`config.mk`:
```
export PLATFORM = sky130hd
export DESIGN_NAME = sds_ctrl
export DESIGN_NICKNAME = d
export VERILOG_FILES = /design/src/hw/rtl/sds_pkg.sv /design/src/hw/rtl/sds_ctrl.sv
export SDC_FILE = /design/constraint.sdc
export NUM_CORES = 1
export LEC_CHECK = 0
export BUFFER_PORTS_ARGS = -buffer_cell sky130_fd_sc_hd__buf_2
export CAP_MARGIN = 20
export CORE_UTILIZATION = 50
export CTS_BUF_LIST = sky130_fd_sc_hd__clkbuf_4
export DETAILED_ROUTE_END_ITERATION = 8
export PLACE_DENSITY = 0.77
export SYNTH_ARGS = -nofsm -noshare
export SYNTH_HDL_FRONTEND = slang
export SYNTH_SLANG_ARGS = --single-unit
```
`constraint.sdc`:
```
create_clock -name i_clk -period 3.6 [get_ports i_clk]
set_input_delay 0.72 -clock i_clk [delete_from_list [all_inputs] [get_ports i_clk]]
set_output_delay 0.72 -clock i_clk [all_outputs]
set_load 0.01 [all_outputs]
```
`src/hw/rtl/sds_pkg.sv`:
```
`default_nettype none

package sds_pkg;

    localparam int MAX_UNKNOWNS = 64;
    localparam int IDX_W        = $clog2(MAX_UNKNOWNS);
    localparam int SIZE_W       = IDX_W + 1;
    localparam int MAT_AW       = 2 * IDX_W;
    localparam int DATA_W       = 32;
    localparam int ACC_W        = 64;
    localparam int TOL_W        = 40;
    localparam int ITER_W       = 16;
    localparam int CFG_IDX_W    = 2;
    localparam int STAT_W       = 2;
    localparam int FRAC_BITS    = 16;
    localparam int DIV_STEPS    = ACC_W + FRAC_BITS;
    localparam int DIV_CNT_W    = $clog2(DIV_STEPS);
    localparam int DRAIN_CYC    = 5;
    localparam int DRAIN_W      = $clog2(DRAIN_CYC);

    localparam logic [SIZE_W-1:0] SIZE_RESET  = SIZE_W'(MAX_UNKNOWNS);
    localparam logic [ITER_W-1:0] LIMIT_RESET = 16'd60000;
    localparam logic [TOL_W-1:0]  TOL_RESET   = 40'd1;

    typedef enum logic [1:0] {
        OP_WR_MAT = 2'd0,
        OP_WR_RHS = 2'd1,
        OP_START  = 2'd2
    } t_op;

    typedef enum logic [STAT_W-1:0] {
        ST_CONV  = 2'd0,
        ST_LIMIT = 2'd1,
        ST_BREAK = 2'd2
    } t_status;

    typedef enum logic [CFG_IDX_W-1:0] {
        CFG_SIZE  = 2'd0,
        CFG_LIMIT = 2'd1,
        CFG_TOL   = 2'd2
    } t_cfg_reg;

    typedef enum logic [2:0] {
        PH_MVX,
        PH_MVR,
        PH_DOT,
        PH_UPD,
        PH_EMIT,
        PH_CLR
    } t_phase;

    typedef enum logic [3:0] {
        S_IDLE,
        S_CLR,
        S_MVX,
        S_DRX,
        S_MVR,
        S_DRR,
        S_DOT,
        S_DRD,
        S_CHK,
        S_DIV,
        S_UPD,
        S_DRU,
        S_DEC,
        S_EMRD,
        S_EMWT,
        S_EMOUT
    } t_state;

    typedef struct packed {
        logic             valid;
        t_phase           phase;
        logic [IDX_W-1:0] i;
        logic [IDX_W-1:0] j;
        logic             first;
        logic             last;
        logic             wr_mat;
        logic             wr_rhs;
        logic             div_go;
        logic             load_out;
        logic [TOL_W-1:0] tol;
    } t_dp_cmd;

    typedef struct packed {
        logic den_zero;
        logic rr_le_tol;
        logic div_done;
    } t_dp_stat;

endpackage

`default_nettype wire

```
`src/hw/rtl/sds_ctrl.sv`:
```
`default_nettype none

module sds_ctrl import sds_pkg::*; (
    input  wire logic                 i_clk,
    input  wire logic                 i_rst_n,
    input  wire logic                 i_in_valid,
    input  wire logic [1:0]           i_in_op,
    output logic                      o_in_ready,
    input  wire logic                 i_cfg_valid,
    input  wire logic [CFG_IDX_W-1:0] i_cfg_index,
    input  wire logic [TOL_W-1:0]     i_cfg_data,
    output logic                      o_cfg_ready,
    output logic                      o_out_valid,
    input  wire logic                 i_out_ready,
    output logic [IDX_W-1:0]          o_out_index,
    output logic                      o_out_last,
    output logic [STAT_W-1:0]         o_out_status,
    output logic [ITER_W-1:0]         o_out_iterations,
    output t_dp_cmd                   o_cmd,
    input  wire t_dp_stat             i_stat
);

    t_state              r_state, n_state;
    logic [IDX_W-1:0]    r_i, n_i;
    logic [IDX_W-1:0]    r_j, n_j;
    logic [DRAIN_W-1:0]  r_cnt, n_cnt;
    logic [ITER_W-1:0]   r_iter, n_iter;
    t_status             r_status, n_status;
    logic [SIZE_W-1:0]   r_size;
    logic [ITER_W-1:0]   r_limit;
    logic [TOL_W-1:0]    r_tol;

    logic [SIZE_W-1:0]   w_n;
    logic [IDX_W-1:0]    w_nm1;
    logic [ITER_W-1:0]   w_limit;
    logic                w_i_end, w_j_end, w_drained;

    assign w_n = (r_size == '0) ? SIZE_W'(1) :
                 ((r_size > SIZE_W'(MAX_UNKNOWNS)) ? SIZE_W'(MAX_UNKNOWNS) : r_size);
    assign w_nm1     = IDX_W'(w_n - 1'b1);
    assign w_limit   = (r_limit == '0) ? ITER_W'(1) : r_limit;
    assign w_i_end   = (r_i == w_nm1);
    assign w_j_end   = (r_j == w_nm1);
    assign w_drained = (r_cnt == DRAIN_W'(DRAIN_CYC - 1));

    // configuration registers
    assign o_cfg_ready = 1'b1;

    always_ff @(posedge i_clk) begin
        if (!i_rst_n) begin
            r_size  <= SIZE_RESET;
            r_limit <= LIMIT_RESET;
            r_tol   <= TOL_RESET;
        end else if (i_cfg_valid) begin
            unique case (i_cfg_index)
                CFG_SIZE:  r_size  <= i_cfg_data[SIZE_W-1:0];
                CFG_LIMIT: r_limit <= i_cfg_data[ITER_W-1:0];
                CFG_TOL:   r_tol   <= i_cfg_data;
                default:   ;
            endcase
        end
    end

    always_ff @(posedge i_clk) begin
        if (!i_rst_n) begin
            r_state  <= S_IDLE;
            r_i      <= '0;
            r_j      <= '0;
            r_cnt    <= '0;
            r_iter   <= '0;
            r_status <= ST_CONV;
        end else begin
            r_state  <= n_state;
            r_i      <= n_i;
            r_j      <= n_j;
            r_cnt    <= n_cnt;
            r_iter   <= n_iter;
            r_status <= n_status;
        end
    end

    always_comb begin
        n_state     = r_state;
        n_i         = r_i;
        n_j         = r_j;
        n_cnt       = r_cnt;
        n_iter      = r_iter;
        n_status    = r_status;
        o_in_ready  = 1'b0;
        o_out_valid = 1'b0;
        o_cmd       = '0;
        o_cmd.tol   = r_tol;
        o_cmd.i     = r_i;
        o_cmd.j     = r_j;

        unique case (r_state)
            S_IDLE: begin
                o_in_ready = 1'b1;
                if (i_in_valid) begin
                    unique case (i_in_op)
                        OP_WR_MAT: o_cmd.wr_mat = 1'b1;
                        OP_WR_RHS: o_cmd.wr_rhs = 1'b1;
                        OP_START: begin
                            n_state = S_CLR;
                            n_i     = '0;
                            n_j     = '0;
                            n_iter  = '0;
                        end
                        default: ;
                    endcase
                end
            end
            S_CLR: begin
                o_cmd.valid = 1'b1;
                o_cmd.phase = PH_CLR;
                n_i = r_i + 1'b1;
                if (w_i_end) begin
                    n_i     = '0;
                    n_state = S_MVX;
                end
            end
            S_MVX, S_MVR: begin
                o_cmd.valid = 1'b1;
                o_cmd.phase = (r_state == S_MVX) ? PH_MVX : PH_MVR;
                o_cmd.first = (r_j == '0);
                o_cmd.last  = w_j_end;
                n_j = r_j + 1'b1;
                if (w_j_end) begin
                    n_j = '0;
                    n_i = r_i + 1'b1;
                    if (w_i_end) begin
                        n_i     = '0;
                        n_cnt   = '0;
                        n_state = (r_state == S_MVX) ? S_DRX : S_DRR;
                    end
                end
            end
            S_DOT, S_UPD: begin
                o_cmd.valid = 1'b1;
                o_cmd.phase = (r_state == S_DOT) ? PH_DOT : PH_UPD;
                o_cmd.first = (r_i == '0);
                o_cmd.last  = w_i_end;
                n_i = r_i + 1'b1;
                if (w_i_end) begin
                    n_i     = '0;
                    n_cnt   = '0;
                    n_state = (r_state == S_DOT) ? S_DRD : S_DRU;
                end
            end
            S_DRX, S_DRR, S_DRD, S_DRU: begin
                n_cnt = r_cnt + 1'b1;
                if (w_drained) begin
                    unique case (r_state)
                        S_DRX:   n_state = S_MVR;
                        S_DRR:   n_state = S_DOT;
                        S_DRD:   n_state = S_CHK;
                        default: n_state = S_DEC;
                    endcase
                end
            end
            S_CHK: begin
                n_iter = r_iter + 1'b1;
                if (i_stat.den_zero) begin
                    n_status = i_stat.rr_le_tol ? ST_CONV : ST_BREAK;
                    n_i      = '0;
                    n_state  = S_EMRD;
                end else begin
                    o_cmd.div_go = 1'b1;
                    n_state      = S_DIV;
                end
            end
            S_DIV: begin
                if (i_stat.div_done) begin
                    n_i     = '0;
                    n_state = S_UPD;
                end
            end
            S_DEC: begin
                n_i = '0;
                n_j = '0;
                if (i_stat.rr_le_tol) begin
                    n_status = ST_CONV;
                    n_state  = S_EMRD;
                end else if (r_iter >= w_limit) begin
                    n_status = ST_LIMIT;
                    n_state  = S_EMRD;
                end else begin
                    n_state = S_MVX;
                end
            end
            S_EMRD: begin
                o_cmd.valid = 1'b1;
                o_cmd.phase = PH_EMIT;
                n_state     = S_EMWT;
            end
            S_EMWT: begin
                o_cmd.load_out = 1'b1;
                n_state        = S_EMOUT;
            end
            S_EMOUT: begin
                o_out_valid = 1'b1;
                if (i_out_ready) begin
                    if (w_i_end) begin
                        n_i     = '0;
                        n_state = S_IDLE;
                    end else begin
                        n_i     = r_i + 1'b1;
                        n_state = S_EMRD;
                    end
                end
            end
            default: n_state = S_IDLE;
        endcase
    end

    assign o_out_index      = r_i;
    assign o_out_last       = w_i_end;
    assign o_out_status     = r_status;
    assign o_out_iterations = r_iter;

endmodule

`default_nettype wire

```
## After elaboration in Yosys (flattened, before gate mapping)

Cells that the tools add are included.

- Flip-flop bits (word level): 100
- Output and inout port bits: 90
- Input bits: 52

- Multiplexer cells: 54
- Equal/unequal tests: 33
- Reductions and logical operators: 25
- $lt $le $gt $ge: 2
- $add $sub $neg: 5

Operators by type and width:

| cell | number |
|---|---|
| $mux 6 | 10 |
| $mux 4 | 13 |
| $mux 16 | 3 |
| $pmux 4 s11 | 1 |
| $pmux 6 s7 | 1 |
| $eq 4x4->1 const B | 8 |
| $pmux 16 s2 | 1 |
| $ne 2x2->1 const B | 9 |
| $pmux 6 s3 | 1 |
| $add 16x1->16 const B | 1 |
| $eq 4x3->1 const B | 4 |
| $ge 16x16->1 | 1 |
| $logic_not 16->1 | 1 |
| $pmux 4 s4 | 1 |
| $add 6x1->6 const B | 2 |
| $eq 6x6->1 | 2 |
| $logic_not 6->1 | 2 |
| $mux 2 | 6 |
| $mux 3 | 4 |
| $pmux 4 s3 | 1 |
| $mux 1 | 9 |
| $pmux 3 s3 | 1 |
| $reduce_and 3->1 | 3 |
| $reduce_and 9->1 | 1 |
| 22 further kinds | 33 |

## Logic depth before layout (Yosys ltp)

Gate-level depths: netlist of run 1.

- Depth after elaboration: 8
- Mapped depth: 12
- Mapped depth without buffers: 11

## Worst setup path before layout of run 1

OpenSTA, ideal clock, no wires.

- Path type: register to output
- Start: register r_size[1]
- End: output port o_cmd[44] in the netlist's numbering
- Data required time: 2,880 ps
- Buffers on the path: 1
- Arrival: 2,878 ps
- Setup slack: 2 ps
- Cell stages (with the launch flop): 12
- Cells stage by stage: dfxtp_1 > or4_4 > nor2_1 > o21ai_0 > ha_1 > xnor3_1 > nand2_1 > nor4b_2 > and2_0 > clkbuf_1 > nand4_1 > a21oi_1

RTL lines:

| item | RTL line | RTL |
|---|---|---|
| start: declaration | sds_ctrl.sv:29 | `logic [SIZE_W-1:0] r_size;` |
| start signal: assignment | sds_ctrl.sv:56 | `CFG_SIZE: r_size <= i_cfg_data[SIZE_W-1:0];` |
| end: declaration | sds_ctrl.sv:19 | `output t_dp_cmd o_cmd,` |

==> results of run 1 <==
==> critical path: stages, from the launching register on <==
cell	delay (ns)
sky130_fd_sc_hd__dfxtp_4	0.37
sky130_fd_sc_hd__or4_4	0.55
sky130_fd_sc_hd__nor2_4	0.11
sky130_fd_sc_hd__o21ai_2	0.08
sky130_fd_sc_hd__ha_4	0.28
sky130_fd_sc_hd__xor2_1	0.16
sky130_fd_sc_hd__nand2_1	0.12
sky130_fd_sc_hd__nor4b_4	0.29
sky130_fd_sc_hd__and2_4	0.20
sky130_fd_sc_hd__nand4_1	0.12
sky130_fd_sc_hd__a21oi_2	0.20
sky130_fd_sc_hd__buf_2	0.15
==> area by class of cell <==
class,count,share of cell area (%)
multi-input combinational,498,47.6
sequential,100,31.9
timing repair buffer,161,13.8
tap,136,2.70
inverter,34,2.03
clock buffer,9,1.07
clock inverter,7,0.915
==> synthesized netlist by cell type, types with 7 or more instances <==
cell type	instances
sky130_fd_sc_hd__dfxtp_1	100
sky130_fd_sc_hd__nand3_1	18
sky130_fd_sc_hd__nor2b_1	7
sky130_fd_sc_hd__mux2i_1	9
sky130_fd_sc_hd__inv_1	34
sky130_fd_sc_hd__o211ai_1	17
sky130_fd_sc_hd__a21oi_1	69
sky130_fd_sc_hd__xnor2_1	10
sky130_fd_sc_hd__xor2_1	18
sky130_fd_sc_hd__or2_2	7
sky130_fd_sc_hd__nor2_1	61
sky130_fd_sc_hd__nand4_1	14
sky130_fd_sc_hd__clkbuf_1	33
sky130_fd_sc_hd__nand2_1	141
sky130_fd_sc_hd__o21ai_0	13
sky130_fd_sc_hd__buf_4	7
sky130_fd_sc_hd__ha_1	24
==> flip-flops by register name, indices dropped and copies added (netlist names) <==
name / count
r_tol: 40
o_out_iterations: 16
r_limit: 16
r_size: 7
o_out_index: 6
r_j: 6
r_state: 4
r_cnt: 3
o_out_status: 2
==> cell families (layout without fill, tap and decap cells) <==
group                    Yosys count  in the layout  synth area share [%]
adder cells (fa/ha/maj)           24             24                  5.69
multiplexers                       9              9                  1.71
other                              1              1                0.0711
flip-flops                       100            100                  38.0
XOR/XNOR                          29             29                  5.08
buffers and inverters             79            211                  6.12
AO/OA/AOI/OAI                    151            151                  19.0
AND/OR/NAND/NOR                  284            284                  24.4
==> stage by stage <==
step           area (um2)  instances
4_1_cts              6240        943
6_report             6290        945
3_3_place_gp         6050        921
5_1_grt              6290        945
2_1_floorplan        5280        677
3_5_place_dp         6050        921
==> worst paths after layout <==
path,from,endpoint,cells after the start
min reg2reg,r_tol[33],r_tol[33],2
min,i_cfg_data[22],r_tol[22],3
max,r_size[1],o_cmd[44],11
max reg2reg,r_limit[7],r_state[3],10
==> timing repair <==
action                     in CTS  in global routing
setup endpoints to repair       2                  2
setup buffers                   6                  2
pin swaps                       7                  7
gates resized for setup        10                  7
==> per-layer routing <==
layer | vias to the layer above | track usage [%]
li1 | 2574 | -
met1 | 2481 | 30.7
met2 | 214 | 44.6
met3 | 41 | 4.30
met4 | 0 | 10.7
met5 | - | 0
==> power by group <==
part	leakage, nW	switching, mW	internal [mW]
Combinational	1.94	0.369	0.246
Sequential	0.812	0.0633	1.15
Clock	0.0722	0.408	0.155
Total	2.82	0.840	1.55
==> flow_summary.html, run 1 <==
<table>
<tr><th>Metric</th><th>Value</th></tr>
<tr><th colspan="2">Synth</th></tr>
<tr><td>Share of flip-flops with an asynchronous set or reset</td><td>0%</td></tr>
<tr><td>Count of state elements after synthesis</td><td>100</td></tr>
<tr><td>Yosys top cell by area</td><td>sky130_fd_sc_hd__dfxtp_1</td></tr>
<tr><td>Number of synthesized flops with an enable pin</td><td>0</td></tr>
<tr><td>Count of different cell masters after synthesis</td><td>64</td></tr>
<tr><td>Synthesized area per cell</td><td>7.79 um2</td></tr>
<tr><td>Area share of the leading cell type in the synthesized netlist</td><td>38.0%</td></tr>
<tr><td>Number of cells produced by synthesis</td><td>677</td></tr>
<tr><td>Syn Nets</td><td>753</td></tr>
<tr><td>Most used DFF post-synth</td><td>sky130_fd_sc_hd__dfxtp_1</td></tr>
<tr><td>Seq/Total Area, Yosys</td><td>38.0%</td></tr>
<tr><td>Warnings from Yosys</td><td>0</td></tr>
<tr><td>Post-synthesis instance area</td><td>5280 um2</td></tr>
<tr><td>Largest cells by area after synthesis</td><td>sky130_fd_sc_hd__dfxtp_1 (38%), sky130_fd_sc_hd__nand2_1 (10%), sky130_fd_sc_hd__a21oi_1 (6.5%)</td></tr>
<tr><th colspan="2">Power and ir drop</th></tr>
<tr><td>Total leakage power</td><td>2.82 nW</td></tr>
<tr><td>Total power</td><td>2.39 mW</td></tr>
<tr><td>Total power density per cell area</td><td>379 nW/um2</td></tr>
<tr><td>Maximum vdd ir drop</td><td>0.199 mV</td></tr>
<tr><th colspan="2">Final layout</th></tr>
<tr><td>Area growth from synthesis to final layout</td><td>19.3%</td></tr>
<tr><td>Share of layout cells above drive strength 1</td><td>24.8%</td></tr>
<tr><td>Reg area</td><td>2010 um2</td></tr>
<tr><td>Most used cells in the layout excluding fill and tap cells</td><td>sky130_fd_sc_hd__nand2_1 (141), sky130_fd_sc_hd__buf_2 (139), sky130_fd_sc_hd__dfxtp_1 (98)</td></tr>
<tr><td>Multi-input gate area</td><td>2990 um2</td></tr>
<tr><td># fillers</td><td>919</td></tr>
<tr><td>Most frequent standard cell in the layout excluding fill and tap cells</td><td>sky130_fd_sc_hd__nand2_1</td></tr>
<tr><td>Post-layout util</td><td>61.2%</td></tr>
<tr><td>Number of nets in the finished design</td><td>880</td></tr>
<tr><td>Number of antenna cells inserted</td><td>0</td></tr>
<tr><th colspan="2">Routing</th></tr>
<tr><td>First-pass DRT Iterations</td><td>5</td></tr>
<tr><td>Total length of routed met2 wires</td><td>6960 um</td></tr>
<tr><td>Routed wire length on met3</td><td>811 um</td></tr>
<tr><td>Drc violations</td><td>0</td></tr>
<tr><td>Per-cell via count in the routed design</td><td>5.62</td></tr>
<tr><td>Routed length on met1</td><td>5860 um</td></tr>
<tr><td>Detailed-route via count</td><td>5310</td></tr>
<tr><td>DRT iter0 DRCs</td><td>362</td></tr>
<tr><td>Remaining antenna violation count after routing</td><td>0</td></tr>
<tr><td>Highest metal used</td><td>met4</td></tr>
<tr><td>Final wirelength</td><td>14000 um</td></tr>
<tr><td>Post-detailed-route wirelength per cell</td><td>14.8 um</td></tr>
<tr><th colspan="2">Global routing</th></tr>
<tr><td>Remaining Overflow, GRT</td><td>0</td></tr>
<tr><td>Initial antenna violation count</td><td>0</td></tr>
<tr><td>All-layer global routing usage</td><td>25.4%</td></tr>
<tr><td>Via count of the first global-routing pass</td><td>4921</td></tr>
<tr><td>Global-route wire length before repair</td><td>22800 um</td></tr>
<tr><td>Largest net degree at the start of global routing</td><td>65</td></tr>
<tr><th colspan="2">Timing</th></tr>
<tr><td>Headroom to the max-slew limit</td><td>46.6%</td></tr>
<tr><td>Post-route clock skew</td><td>0.0193 ns</td></tr>
<tr><td>Highest attainable clock frequency</td><td>260 MHz</td></tr>
<tr><td>Sum of negative setup slack</td><td>-0.291 ns</td></tr>
<tr><td>Minimum clock period</td><td>3.84 ns</td></tr>
<tr><td>Unrepaired setup endpoints after global routing</td><td>yes</td></tr>
<tr><td>Hold WS</td><td>0.445 ns</td></tr>
<tr><td>Least-Margin Pin Slew</td><td>0.800 ns</td></tr>
<tr><td>Final setup fails</td><td>2</td></tr>
<tr><td>Number of pins exceeding their max-slew limit in the final report</td><td>0</td></tr>
<tr><td>Post-route fraction of the period consumed by the critical path</td><td>107%</td></tr>
<tr><td>Final worst slack</td><td>-0.244 ns</td></tr>
<tr><td>Hold Fails Final Rpt</td><td>0</td></tr>
<tr><th colspan="2">Setup path</th></tr>
<tr><td>Register-to-register setup slack</td><td>0.54 ns</td></tr>
<tr><td>Data arrival time of the critical path</td><td>3.12 ns</td></tr>
<tr><td>Largest fanout of any net on the critical path</td><td>4</td></tr>
<tr><td>Category of the worst setup path capture point</td><td>output pin</td></tr>
<tr><td>Critical path required time</td><td>2.88 ns</td></tr>
<tr><td>Critical path startpoint category</td><td>flop</td></tr>
<tr><td>Crit Path Class</td><td>reg -&gt; out</td></tr>
<tr><th colspan="2">Place</th></tr>
<tr><td>Number of buffers added on ports</td><td>140</td></tr>
<tr><td>HPWL after DPL</td><td>10000 um</td></tr>
<tr><td>RD Place Congestion</td><td>0.876</td></tr>
<tr><td>Setup Slack @ Placement</td><td>0.0418 ns</td></tr>
<tr><th colspan="2">Clocking</th></tr>
<tr><td>Number of H-tree levels</td><td>3</td></tr>
<tr><td>Total number of clock tree sinks</td><td>100</td></tr>
<tr><td>Clock transition at the registers of the reported paths</td><td>0.17 ns</td></tr>
<tr><td>Root buffer selected by CTS</td><td>sky130_fd_sc_hd__clkbuf_4</td></tr>
<tr><td>Clock latency at the later pin of the worst-skew pair</td><td>0.48 ns</td></tr>
<tr><td>Hold_buf cts</td><td>0</td></tr>
<tr><td>Maximum root-to-sink buffer count</td><td>2</td></tr>
<tr><td>Clock buffer count from CTS</td><td>9</td></tr>
<tr><td>TritonCTS clock tree</td><td>yes</td></tr>
<tr><th colspan="2">Floorplan</th></tr>
<tr><td>I/O pin cnt</td><td>142</td></tr>
<tr><td>Die Y-Extent</td><td>105 um</td></tr>
<tr><td># rows</td><td>37</td></tr>
<tr><td>Horiz. Die Dim</td><td>105 um</td></tr>
<tr><td>Core area</td><td>10300 um2</td></tr>
<tr><td>Floorplan die area</td><td>11000 um2</td></tr>
<tr><td>Starting Density</td><td>51.3%</td></tr>
<tr><th colspan="2">Flow run</th></tr>
<tr><td>Max-capacitance violation count</td><td>0</td></tr>
<tr><th colspan="2">Outcome</th></tr>
<tr><td>Result of the run</td><td>complete, but fails checks</td></tr>
<tr><td>Failing checks</td><td>setup timing</td></tr>
<tr><th colspan="2">Min path</th></tr>
<tr><td>Worst min path class</td><td>in -&gt; reg</td></tr>
</table>
Note: power is estimated with default switching activity, not from simulation.
==> run 2, diff against run 1 <==
Settings changed: ABC_AREA from default to 1, PLACE_DENSITY 0.77 to 0.76.
==> flow_summary.html, run 2 <==
<table>
<tr><th>Metric</th><th>Value</th></tr>
<tr><th colspan="2">Timing</th></tr>
<tr><td>Hold Fails Final Rpt</td><td>0 (unchanged)</td></tr>
<tr><td>Minimum clock period</td><td>3.26 ns (was 3.84 ns)</td></tr>
<tr><td>Headroom to the max-slew limit</td><td>55.8% (was 46.6%)</td></tr>
<tr><td>Post-route fraction of the period consumed by the critical path</td><td>90.5% (was 107%)</td></tr>
<tr><td>Post-route clock skew</td><td>0.0283 ns (was 0.0193 ns)</td></tr>
<tr><td>Final setup fails</td><td>0 (was 2)</td></tr>
<tr><td>Unrepaired setup endpoints after global routing</td><td>no (was yes)</td></tr>
<tr><td>Highest attainable clock frequency</td><td>307 MHz (was 260 MHz)</td></tr>
<tr><td>Number of pins exceeding their max-slew limit in the final report</td><td>0 (unchanged)</td></tr>
<tr><td>Least-Margin Pin Slew</td><td>0.663 ns (was 0.800 ns)</td></tr>
<tr><td>Sum of negative setup slack</td><td>0 ns (was -0.291 ns)</td></tr>
<tr><th colspan="2">Clocking</th></tr>
<tr><td>Resized Gates After CTS</td><td>0 (was 10)</td></tr>
<tr><td>Maximum root-to-sink buffer count</td><td>2 (unchanged)</td></tr>
<tr><td>Clock transition at the registers of the reported paths</td><td>0.20 ns (was 0.17 ns)</td></tr>
<tr><td>Total number of clock tree sinks</td><td>100 (unchanged)</td></tr>
<tr><td>TritonCTS clock tree</td><td>yes (unchanged)</td></tr>
<tr><td>Hold_buf cts</td><td>0 (unchanged)</td></tr>
<tr><td>Root buffer selected by CTS</td><td>sky130_fd_sc_hd__clkbuf_4 (unchanged)</td></tr>
<tr><td>Clock latency at the later pin of the worst-skew pair</td><td>0.46 ns (was 0.48 ns)</td></tr>
<tr><td>Clock buffer count from CTS</td><td>9 (unchanged)</td></tr>
<tr><td>Number of post-CTS setup repair buffers</td><td>0 (was 6)</td></tr>
<tr><td>Number of H-tree levels</td><td>3 (unchanged)</td></tr>
<tr><th colspan="2">Synth</th></tr>
<tr><td>Adder and majority cell fraction of the synthesized area</td><td>5.66% (was 5.69%)</td></tr>
<tr><td>Yosys top cell by area</td><td>sky130_fd_sc_hd__dfxtp_1 (unchanged)</td></tr>
<tr><td>Post-synthesis instance area</td><td>5310 um2 (was 5280 um2)</td></tr>
<tr><td>Count of different cell masters after synthesis</td><td>43 (was 64)</td></tr>
<tr><td>Synthesized-area fraction occupied by and/or/nand/nor cells</td><td>30.7% (was 24.4%)</td></tr>
<tr><td>Synthesized area per cell</td><td>6.91 um2 (was 7.79 um2)</td></tr>
<tr><td>Warnings from Yosys</td><td>0 (unchanged)</td></tr>
<tr><td>Parity-gate share of the synthesized area counting xor and xnor cells</td><td>1.81% (was 5.08%)</td></tr>
<tr><td>Syn Nets</td><td>845 (was 753)</td></tr>
<tr><td>Synth cell count leaders</td><td>sky130_fd_sc_hd__nor2_1 (146), sky130_fd_sc_hd__nand2_1 (129), sky130_fd_sc_hd__dfxtp_1 (100), sky130_fd_sc_hd__inv_1 (94), sky130_fd_sc_hd__o21ai_0 (67) (was sky130_fd_sc_hd__nand2_1 (141), sky130_fd_sc_hd__dfxtp_1 (100), sky130_fd_sc_hd__a21oi_1 (69), sky130_fd_sc_hd__nor2_1 (61), sky130_fd_sc_hd__inv_1 (34))</td></tr>
<tr><td>Largest cells by area after synthesis</td><td>sky130_fd_sc_hd__dfxtp_1 (38%), sky130_fd_sc_hd__nor2_1 (10%), sky130_fd_sc_hd__nand2_1 (9.1%) (was sky130_fd_sc_hd__dfxtp_1 (38%), sky130_fd_sc_hd__nand2_1 (10%), sky130_fd_sc_hd__a21oi_1 (6.5%))</td></tr>
<tr><td>Number of cells produced by synthesis</td><td>769 (was 677)</td></tr>
<tr><td>Share of flip-flops with an asynchronous set or reset</td><td>0% (unchanged)</td></tr>
<tr><td>Main combinational cell family by area after synthesis</td><td>simple AND/OR/NAND/NOR gates (unchanged)</td></tr>
<tr><td>Most used DFF post-synth</td><td>sky130_fd_sc_hd__dfxtp_1 (unchanged)</td></tr>
<tr><td>Area share of the leading cell type in the synthesized netlist</td><td>37.7% (was 38.0%)</td></tr>
<tr><td>Seq/Total Area, Yosys</td><td>37.7% (was 38.0%)</td></tr>
<tr><td>Number of synthesized flops with an enable pin</td><td>0 (unchanged)</td></tr>
<tr><td>Count of state elements after synthesis</td><td>100 (unchanged)</td></tr>
<tr><td>Leading cell type by number of instances after synthesis</td><td>sky130_fd_sc_hd__nor2_1 (was sky130_fd_sc_hd__nand2_1)</td></tr>
<tr><td>Complex-gate fraction of the synthesized area</td><td>14.6% (was 19.0%)</td></tr>
<tr><td>Mux cell area share after synthesis</td><td>0% (was 1.71%)</td></tr>
<tr><th colspan="2">Routing</th></tr>
<tr><td>Final wirelength</td><td>13100 um (was 14000 um)</td></tr>
<tr><td>Detailed-route via count</td><td>5231 (was 5310)</td></tr>
<tr><td>First-pass DRT Iterations</td><td>7 (was 5)</td></tr>
<tr><td>DRT iter0 DRCs</td><td>245 (was 362)</td></tr>
<tr><td>Post-detailed-route wirelength per cell</td><td>12.7 um (was 14.8 um)</td></tr>
<tr><td>Drc violations</td><td>0 (unchanged)</td></tr>
<tr><td>Remaining antenna violation count after routing</td><td>0 (unchanged)</td></tr>
<tr><td>Per-cell via count in the routed design</td><td>5.04 (was 5.62)</td></tr>
<tr><th colspan="2">Setup path</th></tr>
<tr><td>Crit path launch</td><td>r_size[6] (was r_size[1])</td></tr>
<tr><td>Register-to-register setup slack</td><td>1.06 ns (was 0.54 ns)</td></tr>
<tr><td>Critical path startpoint category</td><td>flop (unchanged)</td></tr>
<tr><td>Largest fanout of any net on the critical path</td><td>8 (was 4)</td></tr>
<tr><td>Worst reg2reg startpoint</td><td>r_size[6] (was r_limit[7])</td></tr>
<tr><td>Critical path required time</td><td>2.88 ns (about the same)</td></tr>
<tr><td>Crit Path Class</td><td>reg -&gt; out (unchanged)</td></tr>
<tr><td>Category of the worst setup path capture point</td><td>output pin (unchanged)</td></tr>
<tr><td>Data arrival time of the critical path</td><td>2.54 ns (was 3.12 ns)</td></tr>
<tr><th colspan="2">Final layout</th></tr>
<tr><td>Most frequent standard cell in the layout excluding fill and tap cells</td><td>sky130_fd_sc_hd__nor2_1 (was sky130_fd_sc_hd__nand2_1)</td></tr>
<tr><td>Number of nets in the finished design</td><td>972 (was 880)</td></tr>
<tr><td>Post-layout util</td><td>60.4% (was 61.2%)</td></tr>
<tr><td>Share of layout cells above drive strength 1</td><td>21.1% (was 24.8%)</td></tr>
<tr><td># fillers</td><td>1019 (was 919)</td></tr>
<tr><td>Most used cells in the layout excluding fill and tap cells</td><td>sky130_fd_sc_hd__nor2_1 (145), sky130_fd_sc_hd__buf_2 (140), sky130_fd_sc_hd__nand2_1 (129) (was sky130_fd_sc_hd__nand2_1 (141), sky130_fd_sc_hd__buf_2 (139), sky130_fd_sc_hd__dfxtp_1 (98))</td></tr>
<tr><td>Area growth from synthesis to final layout</td><td>17.4% (was 19.3%)</td></tr>
<tr><td>Flip-flop count of the largest register, all copies and words added</td><td>40 (unchanged)</td></tr>
<tr><td>Most flop-heavy register</td><td>r_tol (unchanged)</td></tr>
<tr><td>Number of antenna cells inserted</td><td>0 (unchanged)</td></tr>
<tr><th colspan="2">Floorplan</th></tr>
<tr><td>Horiz. Die Dim</td><td>105 um (about the same)</td></tr>
<tr><td>Floorplan die area</td><td>11000 um2 (about the same)</td></tr>
<tr><td># rows</td><td>37 (unchanged)</td></tr>
<tr><td>Die Y-Extent</td><td>105 um (about the same)</td></tr>
<tr><td>Core area</td><td>10300 um2 (about the same)</td></tr>
<tr><td>Starting Density</td><td>51.4% (was 51.3%)</td></tr>
<tr><td>I/O pin cnt</td><td>142 (unchanged)</td></tr>
<tr><th colspan="2">Global routing</th></tr>
<tr><td>Remaining Overflow, GRT</td><td>0 (unchanged)</td></tr>
<tr><td>Initial antenna violation count</td><td>0 (unchanged)</td></tr>
<tr><td>Via count of the first global-routing pass</td><td>4775 (was 4921)</td></tr>
<tr><td>Largest net degree at the start of global routing</td><td>42 (was 65)</td></tr>
<tr><td>All-layer global routing usage</td><td>23.9% (was 25.4%)</td></tr>
<tr><td>Global-route wire length before repair</td><td>21700 um (was 22800 um)</td></tr>
<tr><th colspan="2">Min path</th></tr>
<tr><td>Worst min path class</td><td>in -&gt; reg (unchanged)</td></tr>
<tr><td>Hold path startpoint</td><td>i_cfg_data[32] (was i_cfg_data[22])</td></tr>
<tr><th colspan="2">Power and ir drop</th></tr>
<tr><td>Maximum vdd ir drop</td><td>0.230 mV (was 0.199 mV)</td></tr>
<tr><td>Total leakage power</td><td>3.22 nW (was 2.82 nW)</td></tr>
<tr><td>Total power density per cell area</td><td>377 nW/um2 (was 379 nW/um2)</td></tr>
<tr><th colspan="2">Place</th></tr>
<tr><td>HPWL after DPL</td><td>9950 um (was 10000 um)</td></tr>
<tr><td>RD Place Congestion</td><td>0.912 (was 0.876)</td></tr>
<tr><td>Number of buffers added on ports</td><td>140 (unchanged)</td></tr>
<tr><th colspan="2">Flow run</th></tr>
<tr><td>Max-capacitance violation count</td><td>0 (unchanged)</td></tr>
<tr><th colspan="2">Outcome</th></tr>
<tr><td>Result of the run</td><td>completed (was complete, but fails checks)</td></tr>
</table>
[run 2: changes by cell type after synthesis, sizes merged, moves of 9 or more]
cell / delta
mux2i: -9
nor2: +90
inv: +64
o21ai: +53
xor2: -9
a21oi: -14
clkbuf: -15
nand3: +26
[run 2: worst max-delay path, stage by stage (launching register included)]
cell	delay (ns)
sky130_fd_sc_hd__dfxtp_1	0.42
sky130_fd_sc_hd__inv_2	0.10
sky130_fd_sc_hd__nand2_1	0.08
sky130_fd_sc_hd__nor2_1	0.04
sky130_fd_sc_hd__nor2_1	0.19
sky130_fd_sc_hd__ha_1	0.28
sky130_fd_sc_hd__nand3_2	0.12
sky130_fd_sc_hd__xor2_1	0.17
sky130_fd_sc_hd__nand2_1	0.06
sky130_fd_sc_hd__nand2_1	0.05
sky130_fd_sc_hd__nor2_1	0.12
sky130_fd_sc_hd__nand3_2	0.16
sky130_fd_sc_hd__o22ai_1	0.14
sky130_fd_sc_hd__buf_2	0.15
[run 2: layout make-up]
type                    instances  area, um2  share of cell area (%)
multi-input cells             543       2810                    45.1
flip-flops and latches        100       2000                    32.1
repair buffers                144        731                    11.7
inverters                      98        368                    5.90
well taps                     136        170                    2.73
clock inverters                 7       83.8                    1.35
clock buffers                   9       67.6                    1.08
[run 2: cell families (layout without fill, tap and decap cells)]
logic type	count (synthesis)	count (layout)
xor+xnor	11	11
fa+ha+maj	24	24
other cells	1	1
flops	100	100
compound gates	143	143
simple gates	364	364
buf+inv	126	258
[run 2: per-stage QoR]
| stage | worst slack (ns) | power [mW] | cells | hold WS (ns) | area, um2 |
|---|---|---|---|---|---|
| after floorplan | 1.13 | 1.59 | 769 | 0.447 | 5310 |
| after detailed placement | 0.929 | 1.76 | 1021 | 0.457 | 6080 |
| final | 0.343 | 2.35 | 1037 | 0.453 | 6230 |
| after global routing | 0.0647 | 2.48 | 1037 | 0.423 | 6230 |
| after CTS | 0.331 | 2.36 | 1037 | 0.436 | 6230 |
| after global placement | 0.960 | 1.75 | 1021 | 0.446 | 6080 |
[run 2: routing by layer]
metal  share of wire (%)  wire (um)  GRT usage, %  vias to the layer above
li1                    -          -             -                     2738
met1                  46       6070          30.2                     2324
met2                  47       6210          42.1                      157
met3                 5.6        739          4.62                       12
met4                 1.0        131          5.33                        0
met5                   0          0             0                        -
[run 2: path summary, 6_finish.rpt]
check              endpoint  cells past startpoint
max               o_cmd[44]                     13
min               r_tol[32]                      3
max reg2reg  o_out_index[5]                     15
min reg2reg      r_limit[7]                      2
[run 2: where the power goes]
group | switching [mW] | internal, mW | total, mW | leakage [nW]
sequential | 0.0556 | 1.17 | 1.22 | 0.815
combinational | 0.328 | 0.189 | 0.517 | 2.32
clock | 0.440 | 0.170 | 0.610 | 0.0802
total | 0.824 | 1.52 | 2.35 | 3.22
==> run 3, diff against run 2 <==
Settings changed: CORE_UTILIZATION 50 to 24, PLACE_DENSITY 0.76 to default.
==> flow_summary.html, run 3 (synthesized netlist as in run 2, its figures left out) <==
<table>
<tr><th>Metric</th><th>Value</th></tr>
<tr><th colspan="2">Routing</th></tr>
<tr><td>Detailed-route via count</td><td>5266 (was 5231)</td></tr>
<tr><td>First-pass DRT Iterations</td><td>6 (was 7)</td></tr>
<tr><td>Remaining antenna violation count after routing</td><td>0 (unchanged)</td></tr>
<tr><td>Drc violations</td><td>0 (unchanged)</td></tr>
<tr><td>Per-cell via count in the routed design</td><td>4.46 (was 5.04)</td></tr>
<tr><td>DRT iter0 DRCs</td><td>242 (was 245)</td></tr>
<tr><td>Post-detailed-route wirelength per cell</td><td>12.6 um (was 12.7 um)</td></tr>
<tr><td>Final wirelength</td><td>14800 um (was 13100 um)</td></tr>
<tr><th colspan="2">Clocking</th></tr>
<tr><td>Clock latency at the later pin of the worst-skew pair</td><td>0.49 ns (was 0.46 ns)</td></tr>
<tr><td>Root buffer selected by CTS</td><td>sky130_fd_sc_hd__clkbuf_4 (unchanged)</td></tr>
<tr><td>Total number of clock tree sinks</td><td>100 (unchanged)</td></tr>
<tr><td>Clock buffer count from CTS</td><td>9 (unchanged)</td></tr>
<tr><td>Hold_buf cts</td><td>0 (unchanged)</td></tr>
<tr><td>Clock transition at the registers of the reported paths</td><td>0.17 ns (was 0.20 ns)</td></tr>
<tr><td>TritonCTS clock tree</td><td>yes (unchanged)</td></tr>
<tr><td>Resized Gates After CTS</td><td>0 (unchanged)</td></tr>
<tr><td>Maximum root-to-sink buffer count</td><td>2 (unchanged)</td></tr>
<tr><td>Number of post-CTS setup repair buffers</td><td>0 (unchanged)</td></tr>
<tr><td>Number of H-tree levels</td><td>3 (unchanged)</td></tr>
<tr><th colspan="2">Timing</th></tr>
<tr><td>Hold WS</td><td>0.441 ns (was 0.453 ns)</td></tr>
<tr><td>Sum of negative setup slack</td><td>0 ns (unchanged)</td></tr>
<tr><td>Headroom to the max-slew limit</td><td>53.9% (was 55.8%)</td></tr>
<tr><td>Hold Fails Final Rpt</td><td>0 (unchanged)</td></tr>
<tr><td>Final setup fails</td><td>0 (unchanged)</td></tr>
<tr><td>Final worst slack</td><td>0.352 ns (was 0.343 ns)</td></tr>
<tr><td>Minimum clock period</td><td>3.25 ns (was 3.26 ns)</td></tr>
<tr><td>Highest attainable clock frequency</td><td>308 MHz (was 307 MHz)</td></tr>
<tr><td>Number of pins exceeding their max-slew limit in the final report</td><td>0 (unchanged)</td></tr>
<tr><td>Least-Margin Pin Slew</td><td>0.691 ns (was 0.663 ns)</td></tr>
<tr><td>Unrepaired setup endpoints after global routing</td><td>no (unchanged)</td></tr>
<tr><td>Post-route fraction of the period consumed by the critical path</td><td>90.2% (was 90.5%)</td></tr>
<tr><td>Post-route clock skew</td><td>0.0195 ns (was 0.0283 ns)</td></tr>
<tr><th colspan="2">Global routing</th></tr>
<tr><td>Remaining Overflow, GRT</td><td>0 (unchanged)</td></tr>
<tr><td>Via count of the first global-routing pass</td><td>4650 (was 4775)</td></tr>
<tr><td>All-layer global routing usage</td><td>13.1% (was 23.9%)</td></tr>
<tr><td>Global-route wire length before repair</td><td>23300 um (was 21700 um)</td></tr>
<tr><td>Initial antenna violation count</td><td>0 (unchanged)</td></tr>
<tr><td>Largest net degree at the start of global routing</td><td>74 (was 42)</td></tr>
<tr><th colspan="2">Floorplan</th></tr>
<tr><td>Starting Density</td><td>24.4% (was 51.4%)</td></tr>
<tr><td>Core area</td><td>21800 um2 (was 10300 um2)</td></tr>
<tr><td># rows</td><td>54 (was 37)</td></tr>
<tr><td>Die Y-Extent</td><td>151 um (was 105 um)</td></tr>
<tr><td>Horiz. Die Dim</td><td>151 um (was 105 um)</td></tr>
<tr><td>I/O pin cnt</td><td>142 (unchanged)</td></tr>
<tr><td>Floorplan die area</td><td>22700 um2 (was 11000 um2)</td></tr>
<tr><th colspan="2">Setup path</th></tr>
<tr><td>Critical-path cell list</td><td>inv_2 -&gt; nand2_1 -&gt; nor2_1 -&gt; nor2_1 -&gt; ha_1 -&gt; nand3_2 -&gt; xor2_1 -&gt; nand2_1 -&gt; nand2_1 -&gt; nor2_1 -&gt; nand3_2 -&gt; o22ai_1 -&gt; buf_2 (unchanged)</td></tr>
<tr><td>Crit Path Class</td><td>reg -&gt; out (unchanged)</td></tr>
<tr><td>Largest fanout of any net on the critical path</td><td>8 (unchanged)</td></tr>
<tr><td>Worst path top cell family by delay</td><td>simple AND/OR/NAND/NOR gates (unchanged)</td></tr>
<tr><td>Data arrival time of the critical path</td><td>2.53 ns (was 2.54 ns)</td></tr>
<tr><td>Count of buffer and inverter cells on the critical path</td><td>2 (unchanged)</td></tr>
<tr><td>Critical path required time</td><td>2.88 ns (about the same)</td></tr>
<tr><td>Critical path startpoint category</td><td>flop (unchanged)</td></tr>
<tr><td>Slowest stage cell, crit path</td><td>sky130_fd_sc_hd__dfxtp_1 (unchanged)</td></tr>
<tr><td>Category of the worst setup path capture point</td><td>output pin (unchanged)</td></tr>
<tr><td>Critical path's largest stage delay</td><td>0.41 ns (was 0.42 ns)</td></tr>
<tr><th colspan="2">Final layout</th></tr>
<tr><td>Number of antenna cells inserted</td><td>0 (unchanged)</td></tr>
<tr><td>Share of layout cells above drive strength 1</td><td>21.1% (unchanged)</td></tr>
<tr><td>Flip-flop count of the largest register, all copies and words added</td><td>40 (unchanged)</td></tr>
<tr><td>Most used cells in the layout excluding fill and tap cells</td><td>sky130_fd_sc_hd__nor2_1 (145), sky130_fd_sc_hd__buf_2 (140), sky130_fd_sc_hd__nand2_1 (129) (unchanged)</td></tr>
<tr><td>Post-route cell area</td><td>6410 um2 (was 6230 um2)</td></tr>
<tr><td>Area growth from synthesis to final layout</td><td>20.7% (was 17.4%)</td></tr>
<tr><td>Most flop-heavy register</td><td>r_tol (unchanged)</td></tr>
<tr><td>Most frequent standard cell in the layout excluding fill and tap cells</td><td>sky130_fd_sc_hd__nor2_1 (unchanged)</td></tr>
<tr><td>Number of nets in the finished design</td><td>972 (unchanged)</td></tr>
<tr><td># fillers</td><td>2443 (was 1019)</td></tr>
<tr><th colspan="2">Power and ir drop</th></tr>
<tr><td>Total power</td><td>2.40 mW (was 2.35 mW)</td></tr>
<tr><td>Total leakage power</td><td>3.22 nW (about the same)</td></tr>
<tr><td>Maximum vdd ir drop</td><td>0.169 mV (was 0.230 mV)</td></tr>
<tr><td>Total power density per cell area</td><td>374 nW/um2 (was 377 nW/um2)</td></tr>
<tr><th colspan="2">Place</th></tr>
<tr><td>HPWL after DPL</td><td>11200 um (was 9950 um)</td></tr>
<tr><td>Setup Slack @ Placement</td><td>0.877 ns (was 0.929 ns)</td></tr>
<tr><td>Number of buffers added on ports</td><td>140 (unchanged)</td></tr>
<tr><td>Placed standard-cell area</td><td>6260 um2 (was 6080 um2)</td></tr>
<tr><td>RD Place Congestion</td><td>0.899 (was 0.912)</td></tr>
<tr><th colspan="2">Flow run</th></tr>
<tr><td>Max-capacitance violation count</td><td>0 (unchanged)</td></tr>
<tr><th colspan="2">Min path</th></tr>
<tr><td>Worst min path class</td><td>in -&gt; reg (unchanged)</td></tr>
<tr><th colspan="2">Outcome</th></tr>
<tr><td>Result of the run</td><td>completed (unchanged)</td></tr>
</table>
[run 3: cell types whose count changed in the layout (fill, tap and decap cells not counted), sizes merged]
cell      previous run  this run
inv                102       101
clkinvlp             0         1
bufinv               0         1
clkinv               3         2
[run 3: stage by stage]
| step | std cells | utilization, % |
|---|---|---|
| after floorplan | 769 | - |
| after global placement | 1165 | 28.8 |
| after detailed placement | 1165 | 28.8 |
| after CTS | 1181 | 29.5 |
| after global routing | 1181 | 29.5 |
| final | 1181 | 29.5 |
[run 3: worst min-delay path, stage by stage]
cell and delay [ns]:
sky130_fd_sc_hd__buf_2 0.07, sky130_fd_sc_hd__nor2_1 0.03, sky130_fd_sc_hd__nor2_1 0.08
[run 3: final timing paths]
kind | startpoint | slack, ns | end | cells past startpoint
setup / recovery | r_size[6] | 0.35 | o_cmd[44] | 13
hold / removal | i_cfg_data[18] | 0.44 | r_tol[18] | 3
setup reg to reg | r_size[6] | 1.13 | o_out_index[3] | 16
hold reg to reg | r_cnt[1] | 0.49 | r_cnt[1] | 2
[run 3: layer usage]
metal	track usage (%)	wire, um	up-vias
met2	21.2	6820	129
met3	3.42	874	14
li1	-	-	2742
met4	3.75	177	0
met1	16.9	6970	2381
met5	0	0	-
[run 3: power by group]
| group | switching [mW] | internal [mW] | leakage [nW] | total [mW] |
|---|---|---|---|---|
| Clock | 0.434 | 0.224 | 0.0803 | 0.658 |
| Combinational | 0.331 | 0.189 | 2.32 | 0.520 |
| Sequential | 0.0576 | 1.17 | 0.815 | 1.22 |
[run 3: layout make-up]
class	instances	area, um2	area share, %
Clock inverter	7	82.6	1.29
Sequential cell	100	2000	31.2
Multi-Input combinational cell	543	2810	43.8
Timing Repair Buffer	144	731	11.4
Clock buffer	9	67.6	1.05
Inverter	98	368	5.74
Tap cell	280	350	5.46
